$ cat config.mk
export PLATFORM = sky130hd
export DESIGN_NAME = rational_fraction_alu
export DESIGN_NICKNAME = d
export VERILOG_FILES = /design/src/hdl/rfa_pkg.sv /design/src/hdl/rational_fraction_alu.sv
export VERILOG_INCLUDE_DIRS = /design/src /design/src/hdl
export SDC_FILE = /design/constraint.sdc
export NUM_CORES = 2
export LEC_CHECK = 0
export ABC_AREA = 0
export BUFFER_PORTS_ARGS = -buffer_cell sky130_fd_sc_hd__buf_4
export CAP_MARGIN = 20
export CELL_PAD_IN_SITES_DETAIL_PLACEMENT = 0
export CELL_PAD_IN_SITES_GLOBAL_PLACEMENT = 2
export CORE_UTILIZATION = 42
export CTS_CLUSTER_DIAMETER = 60
export DETAILED_ROUTE_END_ITERATION = 10
export PLACE_DENSITY = 0.89
export RECOVER_POWER = 50
export SLEW_MARGIN = 20
export SYNTH_ARGS = -nofsm -noshare
export SYNTH_HDL_FRONTEND = slang
export SYNTH_SLANG_ARGS = --single-unit
$ cat constraint.sdc
create_clock -name clk -period 9 [get_ports clk]
set_input_delay 0.9 -clock clk [delete_from_list [all_inputs] [get_ports clk]]
set_output_delay 0.9 -clock clk [all_outputs]
set_load 0.005 [all_outputs]
$ cat src/hdl/rational_fraction_alu_assert.svh
// ----------------------------------------------------------------------------
// rational_fraction_alu assertion macros
// Concurrent assertion shorthands for the rational fraction unit. They
// expect signals named clk and rst_n in the scope where they are used.
// ----------------------------------------------------------------------------
`ifndef RATIONAL_FRACTION_ALU_ASSERT_SVH
`define RATIONAL_FRACTION_ALU_ASSERT_SVH

// The consequent must hold in the same cycle as the antecedent.
`define RFA_ASSERT_SAME(label, ante, cons, msg) \
  label: assert property (@(posedge clk) disable iff (!rst_n) (ante) |-> (cons)) \
    else $error(msg);

// The consequent must hold in the cycle after the antecedent.
`define RFA_ASSERT_NEXT(label, ante, cons, msg) \
  label: assert property (@(posedge clk) disable iff (!rst_n) (ante) |=> (cons)) \
    else $error(msg);

`endif

$ cat src/hdl/rfa_pkg.sv
// ----------------------------------------------------------------------------
// rfa_pkg
// Widths, request codes and sequencer states of the rational fraction unit.
// ----------------------------------------------------------------------------
`timescale 1ns / 1ps

package rfa_pkg;

  // Width of one fraction part.
  localparam int VALUE_BITS = 16;
  // A cross product and the sum of two of them.
  localparam int PROD_W     = 2 * VALUE_BITS;
  localparam int NUM_W      = PROD_W + 1;
  localparam int DEN_W      = PROD_W;
  // Remainder of the restoring divider, one bit above the divisor.
  localparam int REM_W      = NUM_W + 1;
  // Wide enough to count the NUM_W divider steps and the gcd shift.
  localparam int CNT_W      = $clog2(NUM_W + 1);

  localparam int REQ_W      = 3;
  localparam int IN_DATA_W  = 4 * VALUE_BITS;
  localparam int OUT_USED_W = NUM_W + DEN_W + 3;
  localparam int OUT_DATA_W = ((OUT_USED_W + 7) / 8) * 8;

  localparam logic [REQ_W-1:0] REQ_MAKE    = 3'd0;
  localparam logic [REQ_W-1:0] REQ_ADD     = 3'd1;
  localparam logic [REQ_W-1:0] REQ_MUL     = 3'd2;
  localparam logic [REQ_W-1:0] REQ_CMP     = 3'd3;
  localparam logic [REQ_W-1:0] REQ_ADD_RED = 3'd4;

  typedef enum logic [5:0] {
    S_IDLE = 6'b000001,
    S_MUL  = 6'b000010,
    S_FORM = 6'b000100,
    S_GCD  = 6'b001000,
    S_DIV  = 6'b010000,
    S_DONE = 6'b100000
  } state_t;

endpackage

$ cat src/hdl/rational_fraction_alu.sv
// ----------------------------------------------------------------------------
// rational_fraction_alu: make, add, multiply, compare and add-then-reduce on two fractions.
// Flow: an accepted add, multiply, compare or unknown code passes through S_MUL, S_FORM and
// S_DONE; make and add_reduce add the binary gcd and, unless the gcd is 1, 33 divider steps.
// One item at a time: a new item is accepted only in S_IDLE, after the previous result has
// moved into the output register, which happens only once that register is free.
// Reset: synchronous active-low rst_n clears the sequencer and the output valid.
// ----------------------------------------------------------------------------
`timescale 1ns / 1ps

`include "rational_fraction_alu_assert.svh"

// The block works on one item at a time under a small one-hot sequencer.
//
// S_MUL runs one VALUE_BITS x VALUE_BITS multiplier, one step per product, and
// registers the four cross products ad*bd, ad*bn, an*bd and an*bn. S_FORM
// picks the result for the request type with one wide adder and one compare.
// When the result must be reduced, S_GCD runs a binary gcd (one compare,
// one subtract and shifts per cycle), and S_DIV divides numerator and
// denominator by the gcd with a restoring divider, one quotient bit a cycle.
// S_DONE moves the result into the output register once that register is
// free, so the next item can be accepted while the previous result waits.
module rational_fraction_alu
  import rfa_pkg::*;
(
  input  logic                  clk,
  input  logic                  rst_n,

  input  logic                  in_tvalid,
  output logic                  in_tready,
  // a_num [15:0], a_den [31:16], b_num [47:32], b_den [63:48]
  input  logic [IN_DATA_W-1:0]  in_tdata,
  // req_type [2:0]
  input  logic [REQ_W-1:0]      in_tuser,

  output logic                  out_tvalid,
  input  logic                  out_tready,
  // res_num [32:0], res_den [64:33], res_empty [65], is_equal [66],
  // is_not_equal [67], zero fill above
  output logic [OUT_DATA_W-1:0] out_tdata
);

  // Sequencer and captured request.
  state_t                  state_r, state_nxt;
  logic [1:0]              step_r, step_nxt;
  logic [REQ_W-1:0]        req_r, req_nxt;
  logic [VALUE_BITS-1:0]   an_r, ad_r, bn_r, bd_r;
  logic [VALUE_BITS-1:0]   an_nxt, ad_nxt, bn_nxt, bd_nxt;

  // Cross products, indexed by the multiplier step that wrote them:
  // 0 ad*bd, 1 ad*bn, 2 an*bd, 3 an*bn.
  logic [PROD_W-1:0]       prod_r [4];
  logic [PROD_W-1:0]       mul_res;
  logic [VALUE_BITS-1:0]   mul_a, mul_b;

  // Working result; the denominator carries one spare top bit so the
  // divider handles both parts the same way.
  logic [NUM_W-1:0]        rn_r, rn_nxt;
  logic [NUM_W-1:0]        rd_r, rd_nxt;
  logic                    eq_r, eq_nxt, ne_r, ne_nxt;

  // Binary gcd and divider state.
  logic [NUM_W-1:0]        x_r, x_nxt, y_r, y_nxt;
  logic [CNT_W-1:0]        k_r, k_nxt;
  logic [NUM_W-1:0]        g_r, g_nxt;
  logic [REM_W-1:0]        remn_r, remn_nxt, remd_r, remd_nxt;
  logic [CNT_W-1:0]        cnt_r, cnt_nxt;

  // Output register.
  logic                    out_valid_r, out_valid_nxt;
  logic [OUT_DATA_W-1:0]   out_data_r, out_data_nxt;

  // Shared arithmetic.
  logic [NUM_W-1:0]        sum;
  logic                    x_ge;
  logic [NUM_W-1:0]        big, little, diff, gcd_or;
  logic [REM_W-1:0]        tn, td, g_ext;
  logic                    out_free;

  assign in_tready  = (state_r == S_IDLE);
  assign out_tvalid = out_valid_r;
  assign out_tdata  = out_data_r;
  assign out_free   = !out_valid_r || out_tready;

  // One multiplier, operands chosen by the step: step bit 1 picks the
  // a part (den/num), step bit 0 picks the b part (den/num).
  assign mul_a   = step_r[1] ? an_r : ad_r;
  assign mul_b   = step_r[0] ? bn_r : bd_r;
  assign mul_res = mul_a * mul_b;

  assign sum = {1'b0, prod_r[1]} + {1'b0, prod_r[2]};

  // Binary gcd step operands.
  assign x_ge   = (x_r >= y_r);
  assign big    = x_ge ? x_r : y_r;
  assign little = x_ge ? y_r : x_r;
  assign diff   = big - little;
  assign gcd_or = x_r | y_r;

  // Restoring divider step for numerator and denominator.
  assign g_ext = {1'b0, g_r};
  assign tn    = {remn_r[REM_W-2:0], rn_r[NUM_W-1]};
  assign td    = {remd_r[REM_W-2:0], rd_r[NUM_W-1]};

  always_comb begin
    state_nxt     = state_r;
    step_nxt      = step_r;
    req_nxt       = req_r;
    an_nxt        = an_r;
    ad_nxt        = ad_r;
    bn_nxt        = bn_r;
    bd_nxt        = bd_r;
    rn_nxt        = rn_r;
    rd_nxt        = rd_r;
    eq_nxt        = eq_r;
    ne_nxt        = ne_r;
    x_nxt         = x_r;
    y_nxt         = y_r;
    k_nxt         = k_r;
    g_nxt         = g_r;
    remn_nxt      = remn_r;
    remd_nxt      = remd_r;
    cnt_nxt       = cnt_r;
    out_valid_nxt = out_valid_r;
    out_data_nxt  = out_data_r;

    if (out_valid_r && out_tready) begin
      out_valid_nxt = 1'b0;
    end

    case (state_r)
      S_IDLE: begin
        if (in_tvalid) begin
          req_nxt   = in_tuser;
          an_nxt    = in_tdata[VALUE_BITS-1:0];
          ad_nxt    = in_tdata[2*VALUE_BITS-1:VALUE_BITS];
          bn_nxt    = in_tdata[3*VALUE_BITS-1:2*VALUE_BITS];
          bd_nxt    = in_tdata[4*VALUE_BITS-1:3*VALUE_BITS];
          step_nxt  = 2'd0;
          state_nxt = S_MUL;
        end
      end

      S_MUL: begin
        step_nxt = step_r + 2'd1;
        if (step_r == 2'd3) begin
          state_nxt = S_FORM;
        end
      end

      S_FORM: begin
        rn_nxt    = '0;
        rd_nxt    = '0;
        eq_nxt    = 1'b0;
        ne_nxt    = 1'b0;
        state_nxt = S_DONE;
        case (req_r)
          REQ_MAKE: begin
            // A fraction with a zero part stays empty; otherwise reduce.
            if (an_r != '0 && ad_r != '0) begin
              rn_nxt    = NUM_W'(an_r);
              rd_nxt    = NUM_W'(ad_r);
              state_nxt = S_GCD;
            end
          end
          REQ_ADD, REQ_ADD_RED: begin
            if (bd_r != '0) begin
              rn_nxt = sum;
              rd_nxt = {1'b0, prod_r[0]};
              // A zero part (empty a, or a zero sum) is left unreduced.
              if (req_r == REQ_ADD_RED && sum != '0 && prod_r[0] != '0) begin
                state_nxt = S_GCD;
              end
            end
          end
          REQ_MUL: begin
            if (ad_r != '0 && bd_r != '0) begin
              rn_nxt = {1'b0, prod_r[3]};
              rd_nxt = {1'b0, prod_r[0]};
            end
          end
          REQ_CMP: begin
            if (ad_r != '0) begin
              eq_nxt = (prod_r[2] == prod_r[1]);
              ne_nxt = (prod_r[2] != prod_r[1]);
            end
          end
          default: begin
          end
        endcase
        x_nxt = rn_nxt;
        y_nxt = rd_nxt;
        k_nxt = '0;
      end

      S_GCD: begin
        if (x_r == '0 || y_r == '0) begin
          g_nxt    = NUM_W'(gcd_or << k_r);
          remn_nxt = '0;
          remd_nxt = '0;
          cnt_nxt  = '0;
          // A gcd of one leaves the fraction as it is.
          if (k_r == '0 && gcd_or == NUM_W'(1)) begin
            state_nxt = S_DONE;
          end else begin
            state_nxt = S_DIV;
          end
        end else if (!x_r[0] && !y_r[0]) begin
          x_nxt = x_r >> 1;
          y_nxt = y_r >> 1;
          k_nxt = k_r + CNT_W'(1);
        end else if (!x_r[0]) begin
          x_nxt = x_r >> 1;
        end else if (!y_r[0]) begin
          y_nxt = y_r >> 1;
        end else if (x_ge) begin
          // Both odd: the difference is even, so halve it at once.
          x_nxt = diff >> 1;
        end else begin
          y_nxt = diff >> 1;
        end
      end

      S_DIV: begin
        // Dividends shift out at the top while quotient bits enter below.
        if (tn >= g_ext) begin
          remn_nxt = tn - g_ext;
          rn_nxt   = {rn_r[NUM_W-2:0], 1'b1};
        end else begin
          remn_nxt = tn;
          rn_nxt   = {rn_r[NUM_W-2:0], 1'b0};
        end
        if (td >= g_ext) begin
          remd_nxt = td - g_ext;
          rd_nxt   = {rd_r[NUM_W-2:0], 1'b1};
        end else begin
          remd_nxt = td;
          rd_nxt   = {rd_r[NUM_W-2:0], 1'b0};
        end
        cnt_nxt = cnt_r + CNT_W'(1);
        if (cnt_r == CNT_W'(NUM_W - 1)) begin
          state_nxt = S_DONE;
        end
      end

      S_DONE: begin
        if (out_free) begin
          out_valid_nxt = 1'b1;
          out_data_nxt  = OUT_DATA_W'({ne_r, eq_r, (rd_r[DEN_W-1:0] == '0),
                                       rd_r[DEN_W-1:0], rn_r});
          state_nxt     = S_IDLE;
        end
      end

      default: begin
        state_nxt = S_IDLE;
      end
    endcase
  end

  // Control state.
  always_ff @(posedge clk) begin
    if (!rst_n) begin
      state_r     <= S_IDLE;
      out_valid_r <= 1'b0;
    end else begin
      state_r     <= state_nxt;
      out_valid_r <= out_valid_nxt;
    end
  end

  // Datapath registers.
  always_ff @(posedge clk) begin
    step_r     <= step_nxt;
    req_r      <= req_nxt;
    an_r       <= an_nxt;
    ad_r       <= ad_nxt;
    bn_r       <= bn_nxt;
    bd_r       <= bd_nxt;
    rn_r       <= rn_nxt;
    rd_r       <= rd_nxt;
    eq_r       <= eq_nxt;
    ne_r       <= ne_nxt;
    x_r        <= x_nxt;
    y_r        <= y_nxt;
    k_r        <= k_nxt;
    g_r        <= g_nxt;
    remn_r     <= remn_nxt;
    remd_r     <= remd_nxt;
    cnt_r      <= cnt_nxt;
    out_data_r <= out_data_nxt;
    if (state_r == S_MUL) begin
      prod_r[step_r] <= mul_res;
    end
  end

  // An accepted item always starts the multiplier sequence.
  `RFA_ASSERT_NEXT(a_accept_starts_mul, in_tvalid && in_tready, state_r == S_MUL, "accepted item did not start the multiplier")
  // The divider never runs with a zero divisor.
  `RFA_ASSERT_SAME(a_div_nonzero, state_r == S_DIV, g_r != '0, "divider running with zero gcd")
  // The compare flags are never both set.
  `RFA_ASSERT_SAME(a_flags_exclusive, out_valid_r, !(out_data_r[NUM_W+DEN_W+1] && out_data_r[NUM_W+DEN_W+2]), "equal and not_equal both set")
  // The empty flag follows the result denominator.
  `RFA_ASSERT_SAME(a_empty_matches, out_valid_r, out_data_r[NUM_W+DEN_W] == (out_data_r[NUM_W+DEN_W-1:NUM_W] == '0), "empty flag disagrees with denominator")

endmodule
==> impl_metrics.json <==
{
  "ff2ff_setup_slack_ns": 0.86,
  "synth_flop_cell": "edfxtp_1",
  "post-cts-setup-buffer-count": 0,
  "status": "finished, violations left",
  "yosysTopAreaCell": "edfxtp_1",
  "clock_latency_ns": 0.63,
  "seq_area_frac_synth_pct": 39.9,
  "grt_pass1_vias": 29400,
  "cts_resized": 0,
  "r2r-end": "prod_r[3][28]",
  "syn_inst": 3887,
  "ir_drop_mv": 0.763,
  "portBuffers": 140,
  "ys_ff_latch": 516,
  "violations": "capacitance limit, slew limit",
  "end_kind": "flop",
  "netlist_top_cells_area": "edfxtp_1 40%, fa_1 10%, ha_1 9.0%",
  "wl_um": 121000,
  "netlist_area_um2": 38600,
  "final_antenna_net_count": 0,
  "antenna_found_initial": 0,
  "place_ws_ns": 0.799,
  "max_freq_mhz": 123,
  "critical_path_class": "flop to flop",
  "async_flop_share_pct": 0,
  "power.leakage_nw": 17.5,
  "required_ns": 9.40,
  "cts_tree": "yes",
  "viasPerCell": 5.69,
  "synth_enable_flop_cells": 509,
  "drc": 0,
  "htreeDepth": 3,
  "power_density_nw_per_um2": 473,
  "die_x_um": 305,
  "worst_ep_arrival_time_ns": 8.54,
  "drive_above_1_share_pct": 9.25,
  "grt_max_degree": 171,
  "nNetsFinal": 4544,
  "maxSlewHeadroom_pct": -126,
  "met3_usage_pct": 3.51,
  "timing.hold.ws_ns": 0.422,
  "place_congestion": 0.937,
  "core_area_um2": 90600,
  "r2r_cells": 24,
  "drt-pass1-iter-count": 6,
  "numCtsBuffers": 69,
  "overflow": 0,
  "ys.warnings.count": 0,
  "min_delay_path_depth": 0,
  "rsz0062_at_grt": "false",
  "wire_per_inst_um": 23.2,
  "gr-usage-met1_pct": 34.9,
  "fin_ws_ns": 0.863,
  "vias": 29800,
  "yosys.cell_types.count": 89,
  "finalSetupViolCount": 0,
  "whs_endpoint": "out_tdata[66]",
  "std_cell_rows": 110,
  "ctsRootBufferMaster": "clkbuf_16",
  "cap_violations": 13,
  "initialDrtViolationCount": 2638,
  "slew_violations": 520,
  "worstMarginPinSlew_ns": 3.39,
  "fin_crit_ns": 8.14,
  "min-delay-start": "eq_r",
  "ctsLongestPathBuffers": 3,
  "cts.sinks": 516,
  "hold_class": "flop to flop",
  "grt_use_met2_pct": 42.8,
  "finalCritPeriodShare_pct": 90.4,
  "dp_hpwl_um": 94500,
  "grt_busiest_layer": "met2",
  "cp_max_fo": 21,
  "grt.total_usage_pct": 25.8,
  "regToRegStartpoint": "step_r[0]",
  "synth_top_area_share_pct": 39.6,
  "die_area_um2": 93200,
  "dieHeight_um": 305,
  "clkTransAtPathRegs_ns": 0.06,
  "cts_hold_buf": 0,
  "hold_viol": 0,
  "area.growth.synth_to_final_pct": 11.7,
  "setup_tns_ns": 0,
  "top_level_ports": 145,
  "synth_area_per_cell_um2": 9.94,
  "cp-start-kind": "flop",
  "start_util_pct": 42.7,
  "finalPower_mw": 20.4,
  "fin_util_pct": 47.7,
  "clock_skew_ns": 0.0266,
  "grt_first_pass_wirelength_um": 182000
}
## worst max-delay path, cell delays in order (launching register included)
cell and delay (ns):
edfxtp_1 0.95, mux2i_1 0.62, nor2_1 0.14, fa_1 0.55, inv_1 0.05, fa_1 0.46
fa_1 0.50, fa_1 0.54, inv_1 0.05, fa_1 0.50, fa_1 0.41, ha_1 0.34
and3_1 0.21, nand2_1 0.07, nand2_1 0.05, a21oi_1 0.14, o31ai_1 0.11, a2111oi_0 0.56
o41ai_1 0.27, o311ai_0 0.39, nand3b_1 0.20, a31oi_1 0.30, o21bai_1 0.09, a21oi_1 0.18
xnor2_1 0.22
## worst max-delay path by stage
stage	from	endpoint	slack (ns)	depth (start not counted)
2_1_floorplan	step_r[0]	prod_r[0][28]	1.57	26
3_3_place_gp	step_r[0]	prod_r[0][28]	0.91	24
3_5_place_dp	step_r[0]	prod_r[1][28]	0.80	24
4_1_cts	step_r[0]	prod_r[3][28]	0.80	24
5_1_grt	step_r[0]	prod_r[2][28]	0.31	24
6_report	step_r[0]	prod_r[3][28]	0.86	24
## layout by cell type, fill, tap and decap left out, types with 20 or more instances in the layout
cell type	netlist	layout
buf_4	4	42
ha_1	277	277
clkbuf_16	0	72
xor2_1	33	33
nand4_1	36	36
o21ai_0	114	114
and2_1	29	20
fa_1	197	197
nand3_1	67	67
nor3_1	57	56
a21oi_1	290	288
o21bai_1	24	23
o21a_1	22	22
o21ai_1	20	20
clkbuf_1	124	40
a211oi_1	28	28
edfxtp_1	509	509
nand2_1	429	429
mux2_2	47	46
a221oi_1	41	41
clkbuf_4	0	119
inv_1	406	406
xnor2_1	99	99
nor2_1	401	399
a22oi_1	21	21
and3_1	25	25
mux2i_1	88	88
nor2b_1	36	36
nor4_1	75	75
a31oi_1	28	28
a21o_1	61	61
nand2b_1	25	23
## power breakdown
group          internal, mW  switching, mW  leakage, nW  total [mW]
Combinational          4.58           8.03         11.8        12.6
Sequential             5.00         0.0929         4.56        5.09
Clock                  1.63           1.12         1.09        2.74
Total                  11.2           9.23         17.5        20.4
## Yosys cell counts, types with 22 or more instances
master      n
and3_1     25
mux2_2     47
a21oi_1   290
a31oi_1    28
xor2_1     33
nor3_1     57
mux2i_1    88
nand2b_1   25
o21ai_0   114
nor2_1    401
nand3_1    67
nor4_1     75
clkbuf_1  124
edfxtp_1  509
a211oi_1   28
inv_1     406
o21a_1     22
and2_1     29
a221oi_1   41
o21bai_1   24
a21o_1     61
nand2_1   429
nand4_1    36
xnor2_1    99
nor2b_1    36
fa_1      197
ha_1      277
## layer usage
metal,vias up,part of all wire (%)
li1,14000,-
met4,0,3.0
met3,169,5.7
met2,926,47
met5,-,0
met1,14700,44
## registers in the layout, summed over array words and instances, names as in the netlist, 2 cells and up
| name | flops |
|---|---|
| state_r | 6 |
| rd_r | 33 |
| bn_r | 16 |
| bd_r | 16 |
| out_tdata | 68 |
| prod_r | 128 |
| remd_r | 33 |
| cnt_r | 6 |
| an_r | 16 |
| step_r | 2 |
| req_r | 3 |
| x_r | 33 |
| k_r | 6 |
| rn_r | 33 |
| y_r | 32 |
| g_r | 33 |
| remn_r | 33 |
| ad_r | 16 |
## layout make-up
cell class	count	area [um^2]
fill	8598	47400
timing repair buffer	194	1380
tap	1176	1470
antenna	1	2.50
clock buffer	83	1840
clock inverter	41	419
inverter	409	1540
sequential	516	15400
multi-input combinational	2809	21100
## cells by family after synthesis
group	share of synthesized area [%]
and+or+nand+nor	14.9
AOI/OAI and AO/OA	13.2
buffers and inverters	5.61
DFF	39.9
adders and majority gates	19.2
muxes	4.17
xor gates and xnor gates	2.99
other	0.00970
## through the flow
stage	instance area (um^2)	cells
5_1_grt	43200	5228
3_3_place_gp	41000	5101
6_report	43200	5229
2_1_floorplan	38700	3890
4_1_cts	43300	5226
3_5_place_dp	41000	5102
No activity file was read; power rests on OpenSTA's default activity.
